===== src/rtl/char_lcd_nibble_write_sequencer_unit_assert.svh =====
// Assertion macros for the character-LCD nibble write sequencer.
// Concurrent checks compile away when SYNTHESIS is defined.
`ifndef CHAR_LCD_NIBBLE_WRITE_SEQUENCER_UNIT_ASSERT_SVH
`define CHAR_LCD_NIBBLE_WRITE_SEQUENCER_UNIT_ASSERT_SVH

`ifndef SYNTHESIS
`define CLNWS_ASSERT_SAME(label, clk, rst, ante, cons) \
   label: assert property (@(posedge clk) disable iff (rst) (ante) |-> (cons)) \
      else $error("clnws: same-cycle check failed");
`define CLNWS_ASSERT_NEXT(label, clk, rst, ante, cons) \
   label: assert property (@(posedge clk) disable iff (rst) (ante) |=> (cons)) \
      else $error("clnws: next-cycle check failed");
`else
`define CLNWS_ASSERT_SAME(label, clk, rst, ante, cons)
`define CLNWS_ASSERT_NEXT(label, clk, rst, ante, cons)
`endif

`endif


===== src/rtl/clnws_pkg.sv =====
// Types, constants and helpers for the character-LCD nibble write sequencer.
// No dependencies.
package clnws_pkg;

   localparam int DELAY_BITS    = 16;
   localparam int CSR_ADDR_BITS = 3;
   localparam int REQ_DATA_BITS = 48;
   localparam int RSP_DATA_BITS = 8;

   localparam logic [31:0] DELAY_MAX = 32'((64'd1 << DELAY_BITS) - 64'd1);

   localparam logic [7:0] CURSOR_CMD  = 8'h80;
   localparam logic [7:0] CURSOR_ROW2 = 8'h40;
   localparam logic [7:0] ROW_ONE     = 8'd1;
   localparam logic [7:0] ROW_TWO     = 8'd2;

   localparam logic [7:0]  TICKS_PER_US_RESET = 8'd1;
   localparam logic [15:0] CURSOR_DELAY_RESET = 16'd50;

   typedef enum logic [1:0] {
      OP_TICK   = 2'd0,
      OP_WRITE  = 2'd1,
      OP_UPPER  = 2'd2,
      OP_CURSOR = 2'd3
   } op_type;

   typedef enum logic [1:0] {
      PHASE_IDLE  = 2'd0,
      PHASE_LEAD  = 2'd1,
      PHASE_HIGH  = 2'd2,
      PHASE_TRAIL = 2'd3
   } phase_type;

   typedef enum logic {
      REG_TICKS_PER_US = 1'b0,
      REG_CURSOR_DELAY = 1'b1
   } reg_index_type;

   // saturate to the counter width, zero counts as one
   function automatic logic [DELAY_BITS-1:0] delay_limit(input logic [15:0] d);
      logic [31:0] w;
      w = 32'(d);
      if (w > DELAY_MAX) w = DELAY_MAX;
      if (w == 32'd0) w = 32'd1;
      return w[DELAY_BITS-1:0];
   endfunction

endpackage


===== src/rtl/char_lcd_nibble_write_sequencer_unit.sv =====
// Host side of a 4-bit character-LCD bus: nibble sequencing and phase timing.
// Depends on clnws_pkg and char_lcd_nibble_write_sequencer_unit_assert.svh.
//
// Usage:
//  req_ beats carry a kind in tuser (tick, full byte write, upper-nibble write,
//  cursor move) and the command fields in tdata. Ticks advance the phase timer;
//  a command is taken only while idle and is otherwise dropped and flagged.
//  Every request beat yields exactly one rsp_ beat with the pin levels, busy
//  and reject flag as they stand after that beat.
//  The state update and the result register load happen at the edge that
//  accepts the request. Throughput is one beat per cycle, set by the single
//  state register loop; req_tready stays high while the result register is
//  empty or being drained in the same cycle.
//  When the receiver stalls, the result is held and req_tready drops until the
//  result is taken; no beat is lost. Synchronous reset returns to idle with
//  all pins low, ticks_per_us = 1 and cursor_delay_us = 50. The user must write
//  the CSR port (APB-style) only while idle; the block does not enforce it.
`include "char_lcd_nibble_write_sequencer_unit_assert.svh"

module char_lcd_nibble_write_sequencer_unit (
   input  logic                                  clock,
   input  logic                                  reset,
   input  logic                                  req_tvalid,
   output logic                                  req_tready,
   // [7:0] byte_value, [8] reg_select, [24:9] delay_us, [32:25] row,
   // [40:33] col, [47:41] zero
   input  logic [clnws_pkg::REQ_DATA_BITS-1:0]   req_tdata,
   // [1:0] op
   input  logic [1:0]                            req_tuser,
   output logic                                  rsp_tvalid,
   input  logic                                  rsp_tready,
   // [0] enable_pin, [1] select_pin, [5:2] data_pins, [6] busy_res, [7] rejected
   output logic [clnws_pkg::RSP_DATA_BITS-1:0]   rsp_tdata,
   input  logic                                  csr_psel,
   input  logic                                  csr_penable,
   input  logic                                  csr_pwrite,
   input  logic [clnws_pkg::CSR_ADDR_BITS-1:0]   csr_paddr,
   input  logic [31:0]                           csr_pwdata,
   output logic [31:0]                           csr_prdata,
   output logic                                  csr_pready
);
   import clnws_pkg::*;

   // request fields
   op_type      req_op;
   logic [7:0]  req_byte;
   logic        req_rs;
   logic [15:0] req_delay;
   logic [7:0]  req_row;
   logic [7:0]  req_col;
   logic        req_accept;

   // config
   logic [7:0]  ticks_per_us_ff, ticks_per_us_in;
   logic [15:0] cursor_delay_ff, cursor_delay_in;
   logic        csr_write;
   reg_index_type csr_index;

   // sequencer state
   phase_type             phase_ff, phase_in;
   logic                  pending_ff, pending_in;
   logic [8:0]            held_ff, held_in;
   logic [DELAY_BITS-1:0] delay_ff, delay_in;
   logic [DELAY_BITS-1:0] us_ff, us_in;
   logic [7:0]            prescale_ff, prescale_in;
   logic                  enable_ff, enable_in;
   logic                  select_ff, select_in;
   logic [3:0]            nibble_ff, nibble_in;

   // result register
   logic                     rsp_valid_ff, rsp_valid_in;
   logic [RSP_DATA_BITS-1:0] rsp_data_ff, rsp_data_in;

   // next-state scratch
   logic                  rejected;
   logic [7:0]            tpu;
   logic [7:0]            prescale_inc;
   logic [DELAY_BITS-1:0] us_dec;
   logic                  start_go;
   logic [7:0]            start_byte;
   logic                  start_rs;
   logic [15:0]           start_delay;
   logic                  start_full;
   logic [7:0]            cursor_addr;

   assign req_op     = op_type'(req_tuser);
   assign req_byte   = req_tdata[7:0];
   assign req_rs     = req_tdata[8];
   assign req_delay  = req_tdata[24:9];
   assign req_row    = req_tdata[32:25];
   assign req_col    = req_tdata[40:33];

   assign req_tready = !rsp_valid_ff || rsp_tready;
   assign req_accept = req_tvalid && req_tready;
   assign rsp_tvalid = rsp_valid_ff;
   assign rsp_tdata  = rsp_data_ff;

   // CSR port
   assign csr_pready = 1'b1;
   assign csr_write  = csr_psel && csr_penable && csr_pwrite && csr_pready;
   assign csr_index  = reg_index_type'(csr_paddr[2]);

   always_comb begin
      ticks_per_us_in = ticks_per_us_ff;
      cursor_delay_in = cursor_delay_ff;
      if (csr_write) begin
         case (csr_index)
            REG_TICKS_PER_US: ticks_per_us_in = csr_pwdata[7:0];
            REG_CURSOR_DELAY: cursor_delay_in = csr_pwdata[15:0];
            default: ;
         endcase
      end
   end

   always_comb begin
      case (csr_index)
         REG_TICKS_PER_US: csr_prdata = 32'(ticks_per_us_ff);
         REG_CURSOR_DELAY: csr_prdata = 32'(cursor_delay_ff);
         default:          csr_prdata = 32'd0;
      endcase
   end

   // sequencer next state and result
   always_comb begin
      phase_in    = phase_ff;
      pending_in  = pending_ff;
      held_in     = held_ff;
      delay_in    = delay_ff;
      us_in       = us_ff;
      prescale_in = prescale_ff;
      enable_in   = enable_ff;
      select_in   = select_ff;
      nibble_in   = nibble_ff;
      rejected    = 1'b0;
      start_go    = 1'b0;
      start_byte  = req_byte;
      start_rs    = req_rs;
      start_delay = req_delay;
      start_full  = 1'b1;

      tpu          = (ticks_per_us_ff == 8'd0) ? 8'd1 : ticks_per_us_ff;
      prescale_inc = prescale_ff + 8'd1;
      us_dec       = (us_ff != '0) ? us_ff - DELAY_BITS'(1) : us_ff;
      cursor_addr  = (req_col - 8'd1) | CURSOR_CMD;
      if (req_row == ROW_TWO) cursor_addr = cursor_addr | CURSOR_ROW2;

      if (req_accept) begin
         case (req_op)
            OP_TICK: begin
               if (phase_ff != PHASE_IDLE) begin
                  prescale_in = prescale_inc;
                  if (prescale_inc >= tpu || prescale_inc == 8'd0) begin
                     prescale_in = 8'd0;
                     us_in       = us_dec;
                     if (us_dec == '0) begin
                        us_in = delay_ff;
                        case (phase_ff)
                           PHASE_LEAD: begin
                              select_in = held_ff[8];
                              nibble_in = held_ff[7:4];
                              enable_in = 1'b1;
                              phase_in  = PHASE_HIGH;
                           end
                           PHASE_HIGH: begin
                              enable_in = 1'b0;
                              phase_in  = PHASE_TRAIL;
                           end
                           PHASE_TRAIL: begin
                              if (pending_ff) begin
                                 pending_in = 1'b0;
                                 held_in    = {held_ff[8], held_ff[3:0], 4'b0000};
                                 enable_in  = 1'b0;
                                 phase_in   = PHASE_LEAD;
                              end else begin
                                 phase_in = PHASE_IDLE;
                                 us_in    = us_dec;
                              end
                           end
                           default: ;
                        endcase
                     end
                  end
               end
            end
            OP_WRITE, OP_UPPER: begin
               if (phase_ff != PHASE_IDLE) begin
                  rejected = 1'b1;
               end else begin
                  start_go   = 1'b1;
                  start_full = (req_op == OP_WRITE);
               end
            end
            OP_CURSOR: begin
               if (phase_ff != PHASE_IDLE) begin
                  rejected = 1'b1;
               end else if (req_row == ROW_ONE || req_row == ROW_TWO) begin
                  start_go    = 1'b1;
                  start_byte  = cursor_addr;
                  start_rs    = 1'b0;
                  start_delay = cursor_delay_ff;
               end
            end
            default: ;
         endcase
      end

      if (start_go) begin
         held_in     = {start_rs, start_byte};
         pending_in  = start_full;
         delay_in    = delay_limit(start_delay);
         us_in       = delay_limit(start_delay);
         prescale_in = 8'd0;
         enable_in   = 1'b0;
         phase_in    = PHASE_LEAD;
      end

      rsp_data_in = {rejected, (phase_in != PHASE_IDLE), nibble_in, select_in, enable_in};

      if (req_accept) rsp_valid_in = 1'b1;
      else if (rsp_tready) rsp_valid_in = 1'b0;
      else rsp_valid_in = rsp_valid_ff;
   end

   always_ff @(posedge clock) begin
      if (reset) begin
         ticks_per_us_ff <= TICKS_PER_US_RESET;
         cursor_delay_ff <= CURSOR_DELAY_RESET;
         phase_ff        <= PHASE_IDLE;
         pending_ff      <= 1'b0;
         held_ff         <= '0;
         delay_ff        <= '0;
         us_ff           <= '0;
         prescale_ff     <= '0;
         enable_ff       <= 1'b0;
         select_ff       <= 1'b0;
         nibble_ff       <= '0;
         rsp_valid_ff    <= 1'b0;
      end else begin
         ticks_per_us_ff <= ticks_per_us_in;
         cursor_delay_ff <= cursor_delay_in;
         phase_ff        <= phase_in;
         pending_ff      <= pending_in;
         held_ff         <= held_in;
         delay_ff        <= delay_in;
         us_ff           <= us_in;
         prescale_ff     <= prescale_in;
         enable_ff       <= enable_in;
         select_ff       <= select_in;
         nibble_ff       <= nibble_in;
         rsp_valid_ff    <= rsp_valid_in;
      end
   end

   always_ff @(posedge clock) begin
      if (req_accept) begin
         rsp_data_ff <= rsp_data_in;
      end
   end

   `CLNWS_ASSERT_SAME(a_idle_no_pending, clock, reset, phase_ff == PHASE_IDLE, !pending_ff)
   `CLNWS_ASSERT_SAME(a_enable_in_high, clock, reset, enable_ff, phase_ff == PHASE_HIGH)
   `CLNWS_ASSERT_SAME(a_us_bounded, clock, reset, phase_ff != PHASE_IDLE, us_ff <= delay_ff)
   `CLNWS_ASSERT_NEXT(a_busy_reject, clock, reset, req_accept && req_tuser != OP_TICK && phase_ff != PHASE_IDLE, rsp_valid_ff && rsp_data_ff[7] && rsp_data_ff[6])

endmodule

===== config.mk =====
export PLATFORM = sky130hd
export DESIGN_NAME = char_lcd_nibble_write_sequencer_unit
export DESIGN_NICKNAME = d
export VERILOG_FILES = /design/src/rtl/clnws_pkg.sv /design/src/rtl/char_lcd_nibble_write_sequencer_unit.sv
export VERILOG_INCLUDE_DIRS = /design/src /design/src/rtl
export SDC_FILE = /design/constraint.sdc
export NUM_CORES = 1
export LEC_CHECK = 0
export BUFFER_PORTS_ARGS = -buffer_cell sky130_fd_sc_hd__buf_2
export CAP_MARGIN = 20
export CELL_PAD_IN_SITES_DETAIL_PLACEMENT = 0
export CELL_PAD_IN_SITES_GLOBAL_PLACEMENT = 1
export CORE_MARGIN = 8
export CORE_UTILIZATION = 36
export DETAILED_ROUTE_END_ITERATION = 6
export PLACE_DENSITY = 0.88
export SETUP_SLACK_MARGIN = 0.2
export SLEW_MARGIN = 10
export SYNTH_ARGS = -nofsm -noshare
export SYNTH_HDL_FRONTEND = slang
export SYNTH_SLANG_ARGS = --single-unit

===== constraint.sdc =====
create_clock -name clock -period 3.23 [get_ports clock]
set_input_delay 0.4845 -clock clock [delete_from_list [all_inputs] [get_ports clock]]
set_output_delay 0.4845 -clock clock [all_outputs]
set_load 0.05 [all_outputs]

; Word level (Yosys, flattened, before mapping)
; Cells that the tools add are included.
[op_classes]
n_lt_le_gt_ge = 1
muxes = 80
bitwise = 1
reduce_logical = 32
n_eq_ne = 8
n_addsub = 3
[op_table]
columns = cell, count
row1 = 16-bit 2-to-1 mux, 14
row2 = 8-bit 2-to-1 mux, 13
row3 = 32-bit one-hot mux with 2 select lines, 1
row4 = 1-bit 2-to-1 mux, 35
row5 = 16-bit logical NOT, 2
row6 = 4-bit 2-to-1 mux, 6
row7 = 2-bit nonzero test, 10
row8 = 8-bit logical NOT, 2
row9 = 16-bit nonzero test, 1
row10 = 16-bit by 1-bit subtractor with 16-bit output (second input constant), 1
row11 = 2-bit 2-to-1 mux, 6
row12 = 9-bit 2-to-1 mux, 1
row13 = 8-bit by 1-bit adder with 8-bit output (second input constant), 1
row14 = 2-bit == test (second input constant), 4
row15 = 8-bit by 1-bit == test with 1-bit output (second input constant), 1
row16 = 8-bit by 2-bit == test with 1-bit output (second input constant), 1
row17 = 8-bit >= comparator, 1
row18 = 7-bit 2-to-1 mux, 1
row19 = 7-bit AND reduction, 1
row20 = 7-bit by 1-bit subtractor with 7-bit output (second input constant), 1
row21 = 2-bit one-hot mux with 3 select lines, 1
row22 = 6-bit AND reduction, 1
row23 = 2-bit by 1-bit == test with 1-bit output (second input constant), 2
row24 = 2-bit AND reduction, 2
row25 = 11 further kinds, 16
[totals]
wordCells = 140
ff_bits = 91
out_inout_bits = 43

; Depth between registers and ports, before layout
; Gate-level depths: netlist (run 1).
[depth]
depth_word = 10
mapped_depth = 13
mapped_depth_nobuf = 11

; Worst setup path before layout (run 1)
; OpenSTA, ideal clock, no wires.
[synth_timing]
kind = flip-flop to flip-flop
startpoint = register us_ff[0]
endpoint = register held_ff[7]
t_arrival_ns = 3.302
setup_slack_ns = -0.194
synth_period_minus_slack_ns = 3.424
t_required_ns = 3.109
stages_incl_launch_ff = 13
n_path_buf = 3
cell_sequence = dfxtp_1 -> buf_2 -> inv_1 -> ha_1 -> or3b_2 -> clkbuf_1 -> or3_1 -> a211oi_1 -> nand4_1 -> or4_4 -> buf_6 -> o31ai_4 -> mux2_4
[synth_via]
elab_chain_len = 5
word_cells_on_any_way = 6
[synth_lines]
columns = element, line
row1 = start: declaration, char_lcd_nibble_write_sequencer_unit.sv:64  ; logic [DELAY_BITS-1:0] us_ff, us_in;
row2 = start signal: assignment, char_lcd_nibble_write_sequencer_unit.sv:245  ; us_ff <= us_in;
row3 = 16-bit by 1-bit subtractor with 16-bit output or 16-bit nonzero test (tied branches), char_lcd_nibble_write_sequencer_unit.sv:143  ; us_dec = (us_ff != '0) ? us_ff - DELAY_BITS'(1) : us_ff;
row4 = 16-bit 2-to-1 mux *, char_lcd_nibble_write_sequencer_unit.sv:143
row5 = 16-bit logical NOT *, char_lcd_nibble_write_sequencer_unit.sv:155  ; if (us_dec == '0) begin
row6 = 2-bit nonzero test (no line) *, n/a
row7 = 7-bit AND reduction (no line) *, n/a
row8 = end signal: assignment, char_lcd_nibble_write_sequencer_unit.sv:243  ; held_ff <= held_in;
row9 = end: declaration, char_lcd_nibble_write_sequencer_unit.sv:62  ; logic [8:0] held_ff, held_in;
; Every way passes the cells marked *; elsewhere a longest branch is shown, timed or not.
; A chain may end at the register's enable or synchronous reset.

; Worst setup path in the final report (run 1)
; Ends and elaborated chain as after synthesis.

==> results.ini, run 1 <==
[floorplanning]
die_area_sq_um = 19600
start_util = 0.367
core_sq_um = 15100
die_w_um = 140
num_rows = 45
io_pins = 135
die_h_um = 140

[detailed_routing]
drc = 0
drtAntennaViolNets = 0
first_pass_iters = 5
route.vias.total = 5509
viasPerCell = 5.46
wl_per_cell_um = 16.7
drt_iter0_drc = 335
drt-total-wl_um = 16800

[power]
p_leak_nw = 2.94
power_density_nw_per_um2 = 456
irDropWorstVdd_v = 0.000290

[cts]
clock_sinks = 91
insertion_delay_ns = 0.34
cts.path.max_buffers = 2
clkTransAtPathRegs_ns = 0.07
numCtsBuffers = 9
cts_tree = yes
cts.htree.levels = 3
postCtsHoldBufs = 0
root_buffer = clkbuf_16

[logic_synthesis]
synthTopCellsByArea = dfxtp_1 30%, nand2_1 7.4%, mux2i_1 4.3%
synth_cell_types = 67
synth-main-ff-cell = dfxtp_1
avgSynthCellArea_sq_um = 8.00
yosys.area.top_type = dfxtp_1
synth_edf_count = 8
ys_seq_area_frac = 0.344
synth_common_cells = 109 x nand2_1, 83 x dfxtp_1, 44 x a21oi_1, 35 x o21ai_0, 34 x nor2_1
synth-warning-count = 0
synth_top_area_frac = 0.300
syn_area_sq_um = 5530
netlist_instances = 691
ys_seq_elements = 91
async_reset_ff_frac = 0
synth_most_common_cell = nand2_1

[place]
port_buffers = 91
dp_hpwl_um = 12600
dpl_cell_area_sq_um = 6390
place.gp.congestion = 0.887

[job]
maxCapViolCount = 0

[setup_path]
crit_family = simple AND/OR/NAND/NOR gates
crit_type = flip-flop to flip-flop
end_kind = flip-flop
worst_ep_arrival_time_ns = 3.33
path_max_fanout = 7
start_kind = flip-flop
slowest_stage = or4_4
slowest_delay_ns = 0.56
crit_buf_inv = 1
critical_path_required_ns = 3.46
worstPathCellList = inv_2 -> ha_4 -> nor3b_4 -> nand4_1 -> mux2_4 -> or4_4 -> or4_4 -> o31ai_4 -> mux2_4

[global_route]
grt_util_all_layers = 0.167
grt_max_degree = 51
first_global_vias = 5392
gr-total-overflow = 0
grt_pass1_wl_um = 27400
grt_antenna_before_repair = 0

[hold_path]
hold_path_class = primary input to flip-flop

[timing]
maxSlewViolCount = 0
skew_ns = 0.00760
period_share = 0.959
clock.fmax_mhz = 323
period_minus_slack_ns = 3.10
tightest_slew_ns = 0.709
rsz0062_at_grt = true
finalSetupViolCount = 0
finalHoldViolations = 0
maxSlewHeadroom = 0.527

[final_layout]
antenna_cells = 0
drive_above_1_share = 0.291
n_fill_cell = 1515
nNetsFinal = 926
post-route-cell-area_sq_um = 7010
fin_util = 0.465
syn_to_final_growth_pct = 26.8

[run_status]
status = finished, final reports clean

[final cells by class]
type / instances / area [sq um] / area share
timing repair buffer: 161 / 1010 / 0.144
clock inverter: 7 / 60.1 / 0.00856
clock buffer: 9 / 225 / 0.0321
multi-input combinational: 525 / 3460 / 0.493
sequential: 91 / 1920 / 0.274
tap: 188 / 235 / 0.0335
inverter: 28 / 105 / 0.0150
[flip-flops by register name, indices dropped and copies added, names as in the netlist]
name and count:
cursor_delay_ff 16, delay_ff 16, us_ff 16, held_ff 9, prescale_ff 8, rsp_tdata 8
ticks_per_us_ff 8, nibble_ff 4, phase_ff 2, enable_ff 1, pending_ff 1, rsp_tvalid 1
select_ff 1
[worst paths after layout]
path,startpoint,to,slack [ns],cells past startpoint
max,us_ff[0],held_ff[7],0.13,9
min,csr_pwdata[12],cursor_delay_ff[12],0.38,3
max reg2reg,us_ff[0],held_ff[7],0.13,9
min reg2reg,delay_ff[13],delay_ff[13],0.45,2
[placed cells by master, fill, tap and decap left out, drive strengths merged, types with 9 or more instances in the layout]
cell type  count
buf          161
nand2        109
dfxtp         83
a21oi         44
o21ai         35
nor2          34
inv           32
nor3          29
nor4          26
mux2i         24
nand4         21
nand3         20
ha            18
conb          17
a211oi        14
xnor2         11
and2          10
clkbuf         9
mux2           9
[repair_timing]
action,4_1_cts,5_1_grt
endpoints found under the setup margin,36,38
hold endpoints to repair,0,0
resized for setup,14,28
gates cloned,0,1
pin swaps,5,10
setup buffers,14,7
[tightest hold or removal path, cell delays in order]
cell and delay [ns]:
buf_2 0.09, nand2_1 0.04, a21oi_1 0.05
[power by group]
group,internal (W),switching [W]
registers,0.00118,0.0000444
logic,0.000412,0.000539
clock network,0.000537,0.000481
total,0.00213,0.00106
[metrics by stage]
| stage | total power, W | setup slack [ns] | setup TNS (ns) | hold slack, ns | cells |
|---|---|---|---|---|---|
| floorplan | 0.00183 | 0.0570 | 0 | 0.422 | 706 |
| global placement | 0.00207 | 0.0531 | 0 | 0.432 | 971 |
| detailed placement | 0.00208 | -0.0156 | -0.0178 | 0.434 | 971 |
| global route | 0.00335 | 0.0388 | 0 | 0.376 | 1009 |
| CTS | 0.00316 | 0.154 | 0 | 0.369 | 1001 |
| finish | 0.00320 | 0.133 | 0 | 0.376 | 1009 |
[kinds of logic after synthesis]
group           share of synthesized area
simple gates                        0.265
compound gates                      0.179
flops                               0.344
buf+inv                            0.0787
mux                                0.0624
fa+ha+maj                          0.0407
xor+xnor                           0.0285
other cells                       0.00136
[routing by layer]
layer | vias up | wire (um) | part of all wire | track usage
li1 | 2719 | - | - | -
met1 | 2605 | 7800 | 0.46 | 0.220
met2 | 166 | 7850 | 0.47 | 0.274
met3 | 19 | 940 | 0.056 | 0.0302
met4 | 0 | 229 | 0.014 | 0.0491
met5 | - | 0 | 0 | 0
(Power assumes the default switching activity.)
==> inputs of run 2 (changes only) <==
--- a/config.mk
+++ b/config.mk
@@ -13,6 +13,7 @@
 export CORE_MARGIN = 8
 export CORE_UTILIZATION = 36
 export DETAILED_ROUTE_END_ITERATION = 6
+export GPL_TIMING_DRIVEN = 0
 export PLACE_DENSITY = 0.88
 export SETUP_SLACK_MARGIN = 0.2
 export SLEW_MARGIN = 10
==> results.ini, run 2 (synthesis results as in run 1) <==
[global_route]
grt_util_all_layers = 0.182  ; +0.0142
grt_max_degree = 17  ; -67%
gr-total-overflow = 0  ; unchanged
grt_pass1_wl_um = 29200  ; +6.8%
first_global_vias = 5674  ; +5.2%
grt_antenna_before_repair = 0  ; unchanged

[cts]
cts.path.max_buffers = 2  ; unchanged
clkTransAtPathRegs_ns = 0.07  ; about the same
insertion_delay_ns = 0.34  ; about the same
root_buffer = clkbuf_16
cts_tree = yes
numCtsBuffers = 9  ; unchanged
clock_sinks = 91  ; unchanged
cts.htree.levels = 3  ; unchanged
postCtsHoldBufs = 0  ; unchanged

[timing]
tightest_slew_ns = 1.01  ; +0.304 ns
period_minus_slack_ns = 3.27  ; +0.175 ns
finalHoldViolations = 0  ; unchanged
rsz0062_at_grt = true
finalSetupViolCount = 5  ; +5
maxSlewHeadroom = 0.322  ; -0.205
fin_ws_ns = -0.0426  ; -0.175 ns
clock.fmax_mhz = 306  ; -5.4%
maxSlewViolCount = 0  ; unchanged
skew_ns = 0.00679  ; -0.000812 ns
whs_ns = 0.375  ; -0.00141 ns
period_share = 1.01  ; +0.0542
finalSetupTns_ns = -0.140  ; -0.140 ns

[hold_path]
whs_endpoint = cursor_delay_ff[14]
hold_start = csr_pwdata[14]
hold_path_class = primary input to flip-flop
min_path_cells = 3  ; unchanged

[run_status]
violations = setup timing
status = finished, violations left

[power]
irDropWorstVdd_v = 0.000320  ; +10%
p_leak_nw = 3.07  ; +4.3%
power_density_nw_per_um2 = 453  ; -0.57%

[setup_path]
slowest_stage = or4_4
r2r_slack_ns = -0.04  ; -0.18 ns
critical_path_required_ns = 3.46  ; about the same
worst_path_most_repeated_cell = or4_4
slowest_delay_ns = 0.55  ; about the same
path_max_fanout = 5  ; -2
worst_ep_arrival_time_ns = 3.51  ; +0.18 ns
end_kind = flip-flop
worstPathCellList = buf_6 -> or4_4 -> o21ai_1 -> a21bo_4 -> or4_4 -> or4_4 -> buf_6 -> o31ai_4 -> mux2_4
crit_type = flip-flop to flip-flop
crit_family = simple AND/OR/NAND/NOR gates
r2r_cells = 9  ; unchanged
reg2reg_from = us_ff[0]
start_kind = flip-flop
crit_buf_inv = 2  ; +1
worst_r2r_endpoint = held_ff[7]

[place]
port_buffers = 89  ; -2.2%
dp_hpwl_um = 13400  ; +7.0%
dpl_cell_area_sq_um = 6330  ; -1.0%
place.gp.congestion = 0.869  ; -2.0%
dp.cells = 984  ; +1.3%

[floorplanning]
num_rows = 45  ; unchanged
die_w_um = 140  ; unchanged
die_area_sq_um = 19600  ; unchanged
start_util = 0.367  ; unchanged
core_sq_um = 15100  ; unchanged
io_pins = 135  ; unchanged
die_h_um = 140  ; unchanged

[final_layout]
n_fill_cell = 1405  ; -7.3%
mostFrequentLayoutCells = 107 x nand2_1, 92 x buf_2, 79 x dfxtp_1, 43 x a21oi_1, 43 x buf_4
reg_top3 = cursor_delay_ff x16, delay_ff x16, us_ff x16
post-route-cell-area_sq_um = 7430  ; +5.9%
stdcell_count = 1036  ; +2.7%
final_common_cell = nand2_1
drive_above_1_share = 0.302  ; +0.0108
syn_to_final_growth_pct = 34.3
nNetsFinal = 953  ; +2.9%
antenna_cells = 0  ; unchanged

[detailed_routing]
drtAntennaViolNets = 0  ; unchanged
route.vias.total = 5781  ; +4.9%
first_pass_iters = 5  ; unchanged
drc = 0  ; unchanged
drt_iter0_drc = 437  ; +30%
viasPerCell = 5.58  ; +2.2%
drt-total-wl_um = 18600  ; +11%
wl_per_cell_um = 18.0  ; +7.8%

[job]
maxCapViolCount = 0  ; unchanged

-- run 2: changes by cell type in the layout (fill, tap and decap cells not counted), sizes merged --
cell and change:
buf -1, bufinv +1, clkbuf +30, clkinv -2, clkinvlp +1, inv -2
-- run 2: tightest hold or removal path, cell delays in order --
cell and delay (ns):
buf_2 0.09, nand2_1 0.04, a21oi_1 0.05
-- run 2: per-layer routing --
layer / global-route usage / wire length, um / share of wire
met5: 0 / 0 / 0
met4: 0.0651 / 517 / 0.028
met3: 0.0330 / 1380 / 0.074
met2: 0.296 / 8490 / 0.46
met1: 0.236 / 8230 / 0.44
-- run 2: metrics by stage --
step	total power [W]	worst slack, ns	utilization
after floorplan	0.00183	0.0570	-
after global placement	0.00204	-0.449	0.419
after detailed placement	0.00204	-0.487	0.419
after CTS	0.00329	-0.0383	0.477
after global routing	0.00348	-0.107	0.492
final	0.00337	-0.0426	0.492
-- run 2: worst max path at each step --
stage | from | to | slack (ns) | depth (start not counted)
2_1_floorplan | us_ff[0] | held_ff[7] | 0.06 | 12
3_3_place_gp | us_ff[1] | rsp_tdata[6] | -0.45 | 11
3_5_place_dp | us_ff[1] | rsp_tdata[6] | -0.49 | 11
4_1_cts | us_ff[0] | held_ff[7] | -0.04 | 12
5_1_grt | us_ff[0] | rsp_tdata[3] | -0.11 | 13
6_report | us_ff[0] | held_ff[7] | -0.04 | 9
-- run 2: repair_timing --
item / in CTS / in global routing
endpoints found under the hold margin: 0 / 0
gates cloned: 3 / 0
setup buffers: 24 / 9
pin swaps: 42 / 16
endpoints found under the setup margin: 47 / 48
gates resized for setup: 78 / 46
-- run 2: where the power goes --
| part | leakage [nW] | switching [W] | internal [W] |
|---|---|---|---|
| registers | 0.758 | 0.0000475 | 0.00118 |
| clock network | 0.153 | 0.000472 | 0.000657 |
| logic | 2.16 | 0.000591 | 0.000415 |
| total | 3.07 | 0.00111 | 0.00226 |
-- run 2: area by class of cell --
class | count | area [sq um] | area share
multi-input combinational | 525 | 3660 | 0.492
sequential | 91 | 1910 | 0.257
tap | 188 | 235 | 0.0317
buffer | 63 | 430 | 0.0579
inverter | 28 | 108 | 0.0145
clock inverter | 5 | 66.3 | 0.00893
timing repair buffer | 125 | 767 | 0.103
clock buffer | 11 | 254 | 0.0342
==> inputs of run 3 (changes only) <==
--- a/config.mk
+++ b/config.mk
@@ -11,10 +11,10 @@
 export CELL_PAD_IN_SITES_DETAIL_PLACEMENT = 0
 export CELL_PAD_IN_SITES_GLOBAL_PLACEMENT = 1
 export CORE_MARGIN = 8
-export CORE_UTILIZATION = 36
+export CORE_UTILIZATION = 40
 export DETAILED_ROUTE_END_ITERATION = 6
 export GPL_TIMING_DRIVEN = 0
-export PLACE_DENSITY = 0.88
+export PLACE_DENSITY = 0.92
 export SETUP_SLACK_MARGIN = 0.2
 export SLEW_MARGIN = 10
 export SYNTH_ARGS = -nofsm -noshare
==> constraint.sdc (replaced) <==
create_clock -name clock -period 4 [get_ports clock]
set_input_delay 0.6 -clock clock [delete_from_list [all_inputs] [get_ports clock]]
set_output_delay 0.6 -clock clock [all_outputs]
set_load 0.05 [all_outputs]
==> results.ini, run 3 (synthesis results as in run 1) <==
[run_status]
status = finished, final reports clean

[global_route]
first_global_vias = 5207  ; -8.2%
grt_max_degree = 16  ; -1
grt_pass1_wl_um = 26800  ; -8.4%
gr-total-overflow = 0  ; unchanged
grt_util_all_layers = 0.185  ; +0.00315
grt_antenna_before_repair = 0  ; unchanged

[setup_path]
crit_type = flip-flop to flip-flop
path_max_fanout = 10  ; +5
worstPathCellList = ha_1 -> nand3_1 -> o21a_1 -> or2_2 -> ha_1 -> a21oi_1 -> o21bai_1 -> a221o_1 -> and2_1 -> clkbuf_1 -> nand3_1 -> a32oi_1
critical_path_required_ns = 4.16  ; +0.70 ns
crit_family = compound AO/OA/AOI/OAI gates
slowest_delay_ns = 0.52  ; -0.03 ns
r2r_cells = 12  ; +3
slowest_stage = dfxtp_1
reg2reg_from = prescale_ff[0]
worst_ep_arrival_time_ns = 3.82  ; +0.31 ns
end_kind = flip-flop
r2r_slack_ns = 0.35  ; +0.39 ns
start_kind = flip-flop
crit_buf_inv = 1  ; -1
worst_r2r_endpoint = rsp_tdata[6]

[floorplanning]
num_rows = 43  ; -4.4%
die_area_sq_um = 17800  ; -8.9%
core_sq_um = 13700  ; -9.1%
start_util = 0.403  ; +0.0366
io_pins = 135  ; unchanged
die_h_um = 134  ; -4.5%
die_w_um = 134  ; -4.5%

[place]
place.gp.congestion = 0.879  ; +1.2%
dp_hpwl_um = 13100  ; -2.7%
port_buffers = 89  ; unchanged
preCtsSetupSlack_ns = 0.169  ; +0.657 ns
dpl_cell_area_sq_um = 6260  ; -1.0%

[cts]
postCtsHoldBufs = 0  ; unchanged
insertion_delay_ns = 0.34  ; about the same
clkTransAtPathRegs_ns = 0.07  ; about the same
numCtsBuffers = 9  ; unchanged
cts_tree = yes
root_buffer = clkbuf_16
cts.path.max_buffers = 2  ; unchanged
clock_sinks = 91  ; unchanged
cts.htree.levels = 3  ; unchanged

[hold_path]
min_path_cells = 2  ; -1
hold_path_class = flip-flop to flip-flop
hold_start = ticks_per_us_ff[1]
whs_endpoint = ticks_per_us_ff[1]

[timing]
finalHoldViolations = 0  ; unchanged
fin_ws_ns = 0.348  ; +0.390 ns
finalSetupViolCount = 0  ; -5
rsz0062_at_grt = true
maxSlewHeadroom = 0.423  ; +0.101
period_minus_slack_ns = 3.65  ; +0.380 ns
clock.fmax_mhz = 274  ; -10%
period_share = 0.913  ; -0.100
finalSetupTns_ns = 0  ; +0.140 ns
tightest_slew_ns = 0.863  ; -0.150 ns
maxSlewViolCount = 0  ; unchanged
skew_ns = 0.00796  ; +0.00117 ns
whs_ns = 0.456  ; +0.0811 ns

[final_layout]
mostFrequentLayoutCells = 109 x nand2_1, 93 x buf_2, 83 x dfxtp_1, 44 x a21oi_1, 35 x o21ai_0
final_common_cell = nand2_1
antenna_cells = 0  ; unchanged
syn_to_final_growth_pct = 20.0
reg_top3 = cursor_delay_ff x16, delay_ff x16, us_ff x16
nNetsFinal = 919  ; -3.6%
drive_above_1_share = 0.203  ; -0.0992
post-route-cell-area_sq_um = 6640  ; -11%

[detailed_routing]
viasPerCell = 5.48  ; -1.9%
drtAntennaViolNets = 0  ; unchanged
drc = 0  ; unchanged
first_pass_iters = 5  ; unchanged
route.vias.total = 5444  ; -5.8%
drt-total-wl_um = 16700  ; -10%
drt_iter0_drc = 385  ; -12%
wl_per_cell_um = 16.8  ; -6.5%

[job]
maxCapViolCount = 0  ; unchanged

[power]
irDropWorstVdd_v = 0.000251  ; -22%
power_density_nw_per_um2 = 384  ; -15%
p_leak_nw = 2.74  ; -11%
p_total_w = 0.00255  ; -24%

-- run 3: cell types whose count changed in the layout (fill, tap and decap cells not counted), sizes merged --
cell / previous run / this run
clkinvlp: 1 / 2
bufinv: 1 / 2
nand3: 20 / 19
inv: 30 / 29
buf: 160 / 123
clkbuf: 39 / 42
-- run 3: worst max path at each step --
stage	slack (ns)	depth (start not counted)	endpoint	startpoint
after floorplan	0.58	12	held_ff[7]	us_ff[0]
after global placement	0.15	8	us_ff[8]	req_tdata[28]
after detailed placement	0.17	11	held_ff[7]	us_ff[0]
after CTS	0.21	12	rsp_tdata[6]	prescale_ff[0]
after global routing	0.16	12	rsp_tdata[6]	prescale_ff[0]
final	0.35	12	rsp_tdata[6]	prescale_ff[0]
-- run 3: what timing repair did --
action	4_1_cts	5_1_grt
setup buffers	0	2
pin swaps	0	3
resized for setup	1	12
endpoints found under the setup margin	2	39
-- run 3: layout make-up --
| cell class | instances | area (sq um) |
|---|---|---|
| Fill cell | 1375 | 7080 |
| Multi-Input combinational cell | 524 | 3280 |
| Sequential cell | 91 | 1900 |
| Timing Repair Buffer | 92 | 465 |
| Buffer | 63 | 338 |
| Clock buffer | 10 | 229 |
| Tap cell | 180 | 225 |
| Inverter | 28 | 105 |
| Clock inverter | 6 | 88.8 |
-- run 3: worst register-to-register path, delay by kind of cell, from the launching register on --
family	cells	cell delay, ns
AOI/OAI and AO/OA	5	1.05
and+or+nand+nor	4	0.91
adders and majority gates	2	0.59
DFF	1	0.52
buffers and inverters	1	0.41
-- run 3: where the power goes --
group	total [W]	leakage [nW]	switching, W	internal, W
Combinational	0.000646	1.84	0.000405	0.000240
Sequential	0.000993	0.755	0.0000356	0.000958
Clock	0.000913	0.149	0.000364	0.000549
Total	0.00255	2.74	0.000805	0.00175
-- run 3: through the flow --
step	utilization	cells
4_1_cts	0.480	992
5_1_grt	0.484	994
3_3_place_gp	0.456	975
3_5_place_dp	0.456	976
2_1_floorplan	-	706
6_report	0.484	994
-- run 3: routing by layer --
metal	wire length [um]	vias to the layer above	global-route usage
met4	338	0	0.0742
li1	-	2712	-
met2	7450	196	0.281
met5	0	-	0
met3	1020	20	0.0346
met1	7890	2516	0.251
